$ cat src/rtl/wfc_pkg.sv
// shared types and constants for the word frequency counter
package wfc_pkg;

  localparam int Entries   = 128;
  localparam int MaxWord   = 30;
  localparam int CountBits = 24;
  localparam int SlotW     = 7;
  localparam int LenW      = 5;
  localparam int UsedW     = 8;
  localparam int CharW     = 8;

  localparam logic [1:0] FUNC_TEXT = 2'd0;
  localparam logic [1:0] FUNC_END  = 2'd1;
  localparam logic [1:0] FUNC_READ = 2'd2;

  localparam logic [LenW-1:0] WORD_LIMIT = LenW'(MaxWord - 1);
  localparam logic [CountBits-1:0] COUNT_MAX = '1;

  typedef logic [CharW-1:0] char_t;
  typedef char_t [MaxWord-2:0] word_t;

  // entry handed along the cell chain
  typedef struct packed {
    logic              used;
    logic [LenW-1:0]   len;
    word_t             chars;
    logic [CountBits-1:0] cnt;
  } entry_t;

  // search token moving down the chain
  typedef struct packed {
    logic             active;
    logic             hit;
    logic [SlotW-1:0] slot;
    logic [CountBits-1:0] cnt;
  } token_t;

  typedef enum logic [1:0] {
    ST_IDLE,
    ST_SEARCH,
    ST_RESULT
  } state_t;

  // fold to lower case
  function automatic char_t fold_char(input char_t c);
    if (c >= 8'h41 && c <= 8'h5A) return c + 8'h20;
    return c;
  endfunction

  function automatic logic is_word_char(input char_t c);
    return (c >= 8'h61 && c <= 8'h7A) || (c >= 8'h30 && c <= 8'h39) || c == 8'h27;
  endfunction

endpackage

$ cat src/rtl/wfc_cell.sv
// one table slot: compares the passing word and updates its own count
module wfc_cell import wfc_pkg::*; (
  input  logic             clk,
  input  logic             rst,
  input  logic [SlotW-1:0] idx,
  input  token_t           tok_in,
  input  logic [LenW-1:0]  key_len,
  input  word_t            key,
  input  logic             place,
  input  logic [SlotW-1:0] place_slot,
  output token_t           tok_out,
  output entry_t           entry
);
  logic match;
  word_t masked;

  always_comb begin
    for (int i = 0; i < MaxWord - 1; i++) begin
      masked[i] = (LenW'(i) < key_len) ? entry.chars[i] : '0;
    end
  end

  assign match = tok_in.active && !tok_in.hit && entry.used &&
                 entry.len == key_len && masked == key;

  always_ff @(posedge clk) begin
    if (rst) begin
      tok_out.active <= 1'b0;
      entry.used <= 1'b0;
    end else begin
      tok_out.active <= tok_in.active;
      if (place && place_slot == idx) begin
        entry.used <= 1'b1;
      end
    end
    tok_out.hit  <= tok_in.hit | match;
    tok_out.slot <= match ? idx : tok_in.slot;
    if (match) begin
      tok_out.cnt <= (entry.cnt == COUNT_MAX) ? entry.cnt : entry.cnt + 1'b1;
      if (entry.cnt != COUNT_MAX) entry.cnt <= entry.cnt + 1'b1;
    end else begin
      tok_out.cnt <= tok_in.cnt;
    end
    if (place && place_slot == idx) begin
      entry.len   <= key_len;
      entry.chars <= key;
      entry.cnt   <= CountBits'(1);
    end
  end
endmodule

$ cat config.mk
export PLATFORM = sky130hd
export DESIGN_NAME = wfc_cell
export DESIGN_NICKNAME = d
export VERILOG_FILES = /design/src/rtl/wfc_pkg.sv /design/src/rtl/wfc_cell.sv
export SDC_FILE = /design/constraint.sdc
export NUM_CORES = 1
export LEC_CHECK = 0
export BUFFER_PORTS_ARGS = -buffer_cell sky130_fd_sc_hd__buf_4
export CAP_MARGIN = 20
export CORE_AREA = 2 2 229 231
export DETAILED_ROUTE_END_ITERATION = 7
export DIE_AREA = 0 0 231 233
export GPL_TIMING_DRIVEN = 1
export SLEW_MARGIN = 20
export SYNTH_ARGS = -nofsm -noshare
export SYNTH_HDL_FRONTEND = slang
export SYNTH_SLANG_ARGS = --single-unit
$ cat constraint.sdc
create_clock -name clk -period 14.2 [get_ports clk]
set_clock_uncertainty 0.1 [all_clocks]
set_input_delay 2.84 -clock clk [delete_from_list [all_inputs] [get_ports clk]]
set_output_delay 2.84 -clock clk [all_outputs]
set_load 0.01 [all_outputs]
==> results of run 1 <==
==> worst max-delay path by stage <==
| stage | startpoint | depth (start not counted) | end | slack [ns] |
|---|---|---|---|---|
| finish | key_len[4] | 11 | entry[17] | 6.58 |
| floorplan | idx[6] | 4 | entry[100] | 3.42 |
| CTS | key_len[3] | 11 | entry[17] | 6.60 |
| global route | key_len[3] | 11 | entry[17] | 6.39 |
| detailed placement | key_len[4] | 11 | entry[17] | 5.97 |
| global placement | key_len[4] | 11 | entry[17] | 6.01 |
==> sequential cells by signal (all words and copies together) (netlist names) <==
name	count
entry	262
tok_out	33
==> routing by layer <==
metal  up-vias  wire (microns)  global-route usage, %
met3        93            5730                   6.99
met5         -              41                      0
li1       6229               -                      -
met4         6            1840                   7.70
met1      6620           26000                   28.1
met2       640           32600                   40.4
==> power by group <==
part	switching (mW)	leakage, nW	internal [mW]
clock	0.384	0.555	0.525
sequential	0.0176	2.61	0.950
combinational	0.137	5.01	0.126
total	0.539	8.18	1.60
==> critical path: stages <==
cell,delay [ns]
buf_4,0.38
buf_4,0.64
o31a_1,0.74
a21boi_0,0.20
a2111o_1,0.36
a2111o_1,0.48
nor4_1,0.58
and4_1,0.37
and4_1,0.75
nand3_2,0.14
mux2_4,0.32
==> Yosys cell counts, drive strengths merged, types with 24 or more instances <==
library cell	n	area (sq um)
edfxtp	237	7120
inv	41	154
a31oi	32	200
nand3	63	325
o21a	25	188
xor2	76	666
o32ai	24	210
nor4bb	30	300
a21oi	39	195
buf	34	219
dfxtp	58	1160
nand4	34	219
nand2	93	349
nor2	89	334
o21ai	63	315
xnor2	81	709
==> logic make-up after synthesis <==
family / Yosys count / share of synthesized area (%)
AOI/OAI and AO/OA: 316 / 15.2
muxes: 16 / 1.20
xor gates and xnor gates: 157 / 9.23
DFF: 295 / 55.6
and+or+nand+nor: 434 / 15.7
buffers and inverters: 94 / 2.99
adders and majority gates: 1 / 0.0840
==> layout make-up <==
type | count | area [sq um]
clock buffer | 44 | 973
timing repair buffer | 592 | 4440
clock inverter | 19 | 148
multi-input combinational | 924 | 6180
tap | 680 | 851
sequential | 295 | 8280
antenna | 4 | 10.0
inverter | 41 | 154
fill | 5044 | 30100
==> metrics by stage <==
step / hold slack (ns) / std cells / cell area (sq um)
final: 0.413 / 2599 / 21000
after global routing: 0.470 / 2598 / 21000
after CTS: 0.416 / 2595 / 21000
after detailed placement: 0.402 / 2532 / 19900
after global placement: 0.388 / 2532 / 19900
after floorplan: 0.414 / 1313 / 14900
==> impl_metrics.ini, run 1 <==
[outcome]
status = completed

[setup_path]
path_class = input port to flop
start_kind = input port
cp_max_fo = 63
cp.required_ns = 14.53
r2r_start = entry[0]
setup.worst_path.end_class = flop
crit_arrival_ns = 7.95
reg2reg_slack_ns = 9.34
r2r_end = entry[17]
reg2reg_depth = 11

[min_path]
min_to = entry[261]
min_path_type = flop to flop
whs_path_depth = 2
min-delay-start = entry[261]

[drt]
remaining_drc_errors = 0
wl_per_cell_microns = 25.5
ant_nets = 0
routed_wl_microns = 66300
firstDrtPassIters = 7
drt_iter0_drc = 1123
viasPerCell = 5.23
vias = 13600

[clocking]
clockRootBuffer = clkbuf_16
cts_sinks = 295
clock_path_buffers = 3
cts_tree = yes
htreeDepth = 2
cts_hold_buf = 0
clkTransAtPathRegs_ns = 0.06
cts_made_buffers = 37
postCtsSetupRepairBufs = 0
cts_resized = 0
clock_latency_ns = 0.55

[power]
ir_drop_uv = 70.4
p_per_area_nw_per_um2 = 102
leakage_nw = 8.18
power.total_mw = 2.14

[global_route]
grt_overflow = 0
first_global_vias = 13500
grt_pass1_wl_microns = 92600
antenna_found_initial = 8
track_usage_pct = 23.5
grt_max_degree = 77

[floorplan]
dieArea_sq_um = 53800
placementRows = 83
dieWidth_microns = 231
num_io_pins = 582
core_sq_um = 51100
start_util_pct = 29.1
die_h_microns = 233

[yosys]
ys_seq_area_share_pct = 55.6
yosys.cell_types.count = 75
ys.warnings.count = 0
syn-num-nets = 1601
async_flop_share_pct = 0
synth_cells = 1313
yosys_register_bits = 295
syn-mean-instance-area_sq_um = 11.3
synthFlopType = edfxtp_1
synth_edf_count = 237
synth_area_sq_um = 14900

[timing]
finalMaxSlewViolations = 0
rsz0062_at_grt = false
fin_crit_sh_pct = 53.7
timing.fmax_mhz = 131
final.setup.tns_ns = 0
min_period_ns = 7.62
finalSetupViolations = 0
worst_pin_slew_ns = 1.09
timing.final.ws_setup_ns = 6.58
final_hold_viol_count = 0
maxSlewHeadroom_pct = 27.3

[flow_run]
max_cap_violations = 0

[layout]
finalNetCount = 2179
utilization_pct = 41.2
layout-drive-gt1-share_pct = 35.2
areaGrowthSynthToFinish_pct = 41.3
layout_common_cells = buf_4, edfxtp_1, nand2_1, nor2_1, xnor2_1
mostFrequentLayoutCell = buf_4

[placement]
dp.final_hpwl_microns = 51300
gp_congestion = 0.873
dpl_worst_slack_ns = 5.97
port_buffers = 581
(Power assumes the default switching activity.)
==> run 2, diff against run 1 <==
--- a/config.mk
+++ b/config.mk
@@ -5,11 +5,12 @@
 export SDC_FILE = /design/constraint.sdc
 export NUM_CORES = 1
 export LEC_CHECK = 0
+export ABC_AREA = 1
 export BUFFER_PORTS_ARGS = -buffer_cell sky130_fd_sc_hd__buf_4
 export CAP_MARGIN = 20
-export CORE_AREA = 2 2 229 231
+export CORE_AREA = 2 2 225 227
 export DETAILED_ROUTE_END_ITERATION = 7
-export DIE_AREA = 0 0 231 233
+export DIE_AREA = 0 0 227 229
 export GPL_TIMING_DRIVEN = 1
 export SLEW_MARGIN = 20
 export SYNTH_ARGS = -nofsm -noshare
==> constraint.sdc (replaced) <==
create_clock -name clk -period 6.2 [get_ports clk]
set_clock_uncertainty 0.1 [all_clocks]
set_input_delay 1.24 -clock clk [delete_from_list [all_inputs] [get_ports clk]]
set_output_delay 1.24 -clock clk [all_outputs]
set_load 0.01 [all_outputs]
==> run 2 against run 1 <==
  * Global-route usage increased by 1.8 points
  * Register-to-register slack worse by 6.6 ns
  * Via count is 12% higher
  * Die area decreased by 3.4%
  * Synthesized area rose by 3.6%
  * Sequential power increased by 130%
  * Worst hold slack is essentially flat
  * Largest power group is now the clock network
  * Highest routed layer unchanged
==> impl_metrics.ini, run 2 <==
[timing]
final.setup.tns_ns = 0
worst_pin_slew_ns = 1.13
min_period_ns = 5.14
finalSetupViolations = 0
final_hold_viol_count = 0
fin_crit_sh_pct = 82.8
finalMaxSlewViolations = 0
timing.fmax_mhz = 195
maxSlewHeadroom_pct = 24.5
rsz0062_at_grt = false
timing.final.ws_setup_ns = 1.06

[min_path]
min_path_type = flop to flop
min-delay-start = entry[261]

[drt]
wl_per_cell_microns = 21.3
firstDrtPassIters = 6
drt_iter0_drc = 1040
remaining_drc_errors = 0
routed_wl_microns = 67800
ant_nets = 0
viasPerCell = 4.80
vias = 15300

[clocking]
clockRootBuffer = clkbuf_16
postCtsSetupRepairBufs = 0
htreeDepth = 2
clock_latency_ns = 0.56
cts_tree = yes
cts_resized = 0
clock_path_buffers = 3
cts_sinks = 295
cts_hold_buf = 0
clkTransAtPathRegs_ns = 0.06
cts_made_buffers = 38

[setup_path]
cp_max_fo = 34
start_kind = input port
path_class = input port to flop
critical-path-top-delay-family = simple AND/OR/NAND/NOR gates
worst_path_most_repeated_cell = nand2_1
cp_slowest_cell = nor2_4
cp.required_ns = 6.59
crit_arrival_ns = 5.53
max_stage_delay_ns = 0.53
startpoint = key_len[0]
crit_chain = buf_4 > inv_1 > nand3_1 > nand2_1 > nand2_1 > nand3b_1 > nand3_1 > nor2_1 > nand2_1 > nor2_1 > nand2_1 > nor2_4 > nand2_2 > nor2_2 > inv_2 > nand3_1
crit_buf_inv = 3
r2r_start = entry[178]
setup.worst_path.end_class = flop

[global_route]
antenna_found_initial = 6
grt_pass1_wl_microns = 96600
grt_max_degree = 153
use_met3_pct = 6.99
grt_overflow = 0
track_usage_pct = 25.3
first_global_vias = 14700
gr-max-usage-layer = met2
grtUsageMet2_pct = 44.0
grt_use_met1_pct = 30.1

[placement]
dp.final_hpwl_microns = 54100
dp_cells = 3110
place_area_sq_um = 20500
dpl_worst_slack_ns = 0.521
port_buffers = 581
gp_congestion = 0.924

[floorplan]
num_io_pins = 582
dieArea_sq_um = 52000
dieWidth_microns = 227
die_h_microns = 229
start_util_pct = 31.1
core_sq_um = 49700
placementRows = 82

[yosys]
yosysMostFrequentCell = nand2_1
netlist_top_cells_count = nand2_1, edfxtp_1, nand3_1, inv_1, nor2_1
synth_edf_count = 237
synth.top_cell.area_share_pct = 46.1
yosys_register_bits = 295
synthFlopType = edfxtp_1
yosys.cell_types.count = 32
syn-num-nets = 2184
synth_area_sq_um = 15400
ys_seq_area_share_pct = 53.6
ys.warnings.count = 0
syn-mean-instance-area_sq_um = 8.14
synth_top_area_cell = edfxtp_1
synth_cells = 1896
async_flop_share_pct = 0
synth_area_leaders = edfxtp_1, nand2_1, dfxtp_1, nand3_1, inv_1

[power]
leakage_nw = 10.2
p_per_area_nw_per_um2 = 229
power.total_mw = 4.97
ir_drop_uv = 205

[layout]
finalNetCount = 2766
mostFrequentLayoutCell = nand2_1
top_regs = entry: 262 flops, tok_out: 33 flops
layout_common_cells = nand2_1, buf_4, edfxtp_1, nand3_1, inv_1
final_area_sq_um = 21700
largest_register_ffs = 262
areaGrowthSynthToFinish_pct = 40.8
largest_register = entry
layout-drive-gt1-share_pct = 26.6
finalNonFillerCells = 3180
fill_cells = 5046

[outcome]
status = completed

[flow_run]
max_cap_violations = 0
run 2: path summary, 6_finish.rpt:
check / endpoint / cells after the start / slack [ns]
max: tok_out[11] / 16 / 1.06
min: entry[261] / 2 / 0.41
max reg2reg: tok_out[11] / 15 / 2.79
min reg2reg: entry[261] / 2 / 0.41
run 2: routing by layer:
metal | wire length [microns] | vias to the layer above
li1 | - | 7397
met5 | 27 | -
met1 | 26700 | 7218
met3 | 5790 | 96
met2 | 33400 | 564
met4 | 1850 | 4
run 2: tightest hold or removal path, cell delays in order (launching register included):
cell and delay [ns]:
dfxtp_1 0.32, nor2_1 0.10, nor2_1 0.05
run 2: cells by family (layout without fill, tap and decap cells):
logic type	count (synthesis)	count (layout)	share of synthesized area [%]
AOI/OAI and AO/OA	54	54	1.81
xor gates and xnor gates	50	50	2.84
adders and majority gates	1	1	0.0811
buffers and inverters	234	842	6.11
DFF	295	295	53.6
other	0	4	0
and+or+nand+nor	1262	1262	35.5
run 2: power by group:
part	total, mW	internal, mW	switching, mW	leakage (nW)
combinational	0.579	0.252	0.327	7.01
sequential	2.18	2.16	0.0175	2.61
clock	2.21	1.31	0.894	0.589
run 2: per-stage QoR:
| stage | util, % | hold slack, ns |
|---|---|---|
| final | 43.8 | 0.414 |
| after global routing | 43.8 | 0.432 |
| after CTS | 43.8 | 0.408 |
| after detailed placement | 41.3 | 0.394 |
| after global placement | 41.3 | 0.393 |
| after floorplan | - | 0.410 |
run 2: cell type report:
type,instances,area [sq um],share of cell area (%)
sequential,295,8280,38.1
multi-input combinational,1367,6220,28.6
timing repair buffer,597,4510,20.7
clock buffer,51,1050,4.84
tap,672,841,3.87
inverter,179,672,3.09
clock inverter,15,151,0.697
antenna,4,10.0,0.0461
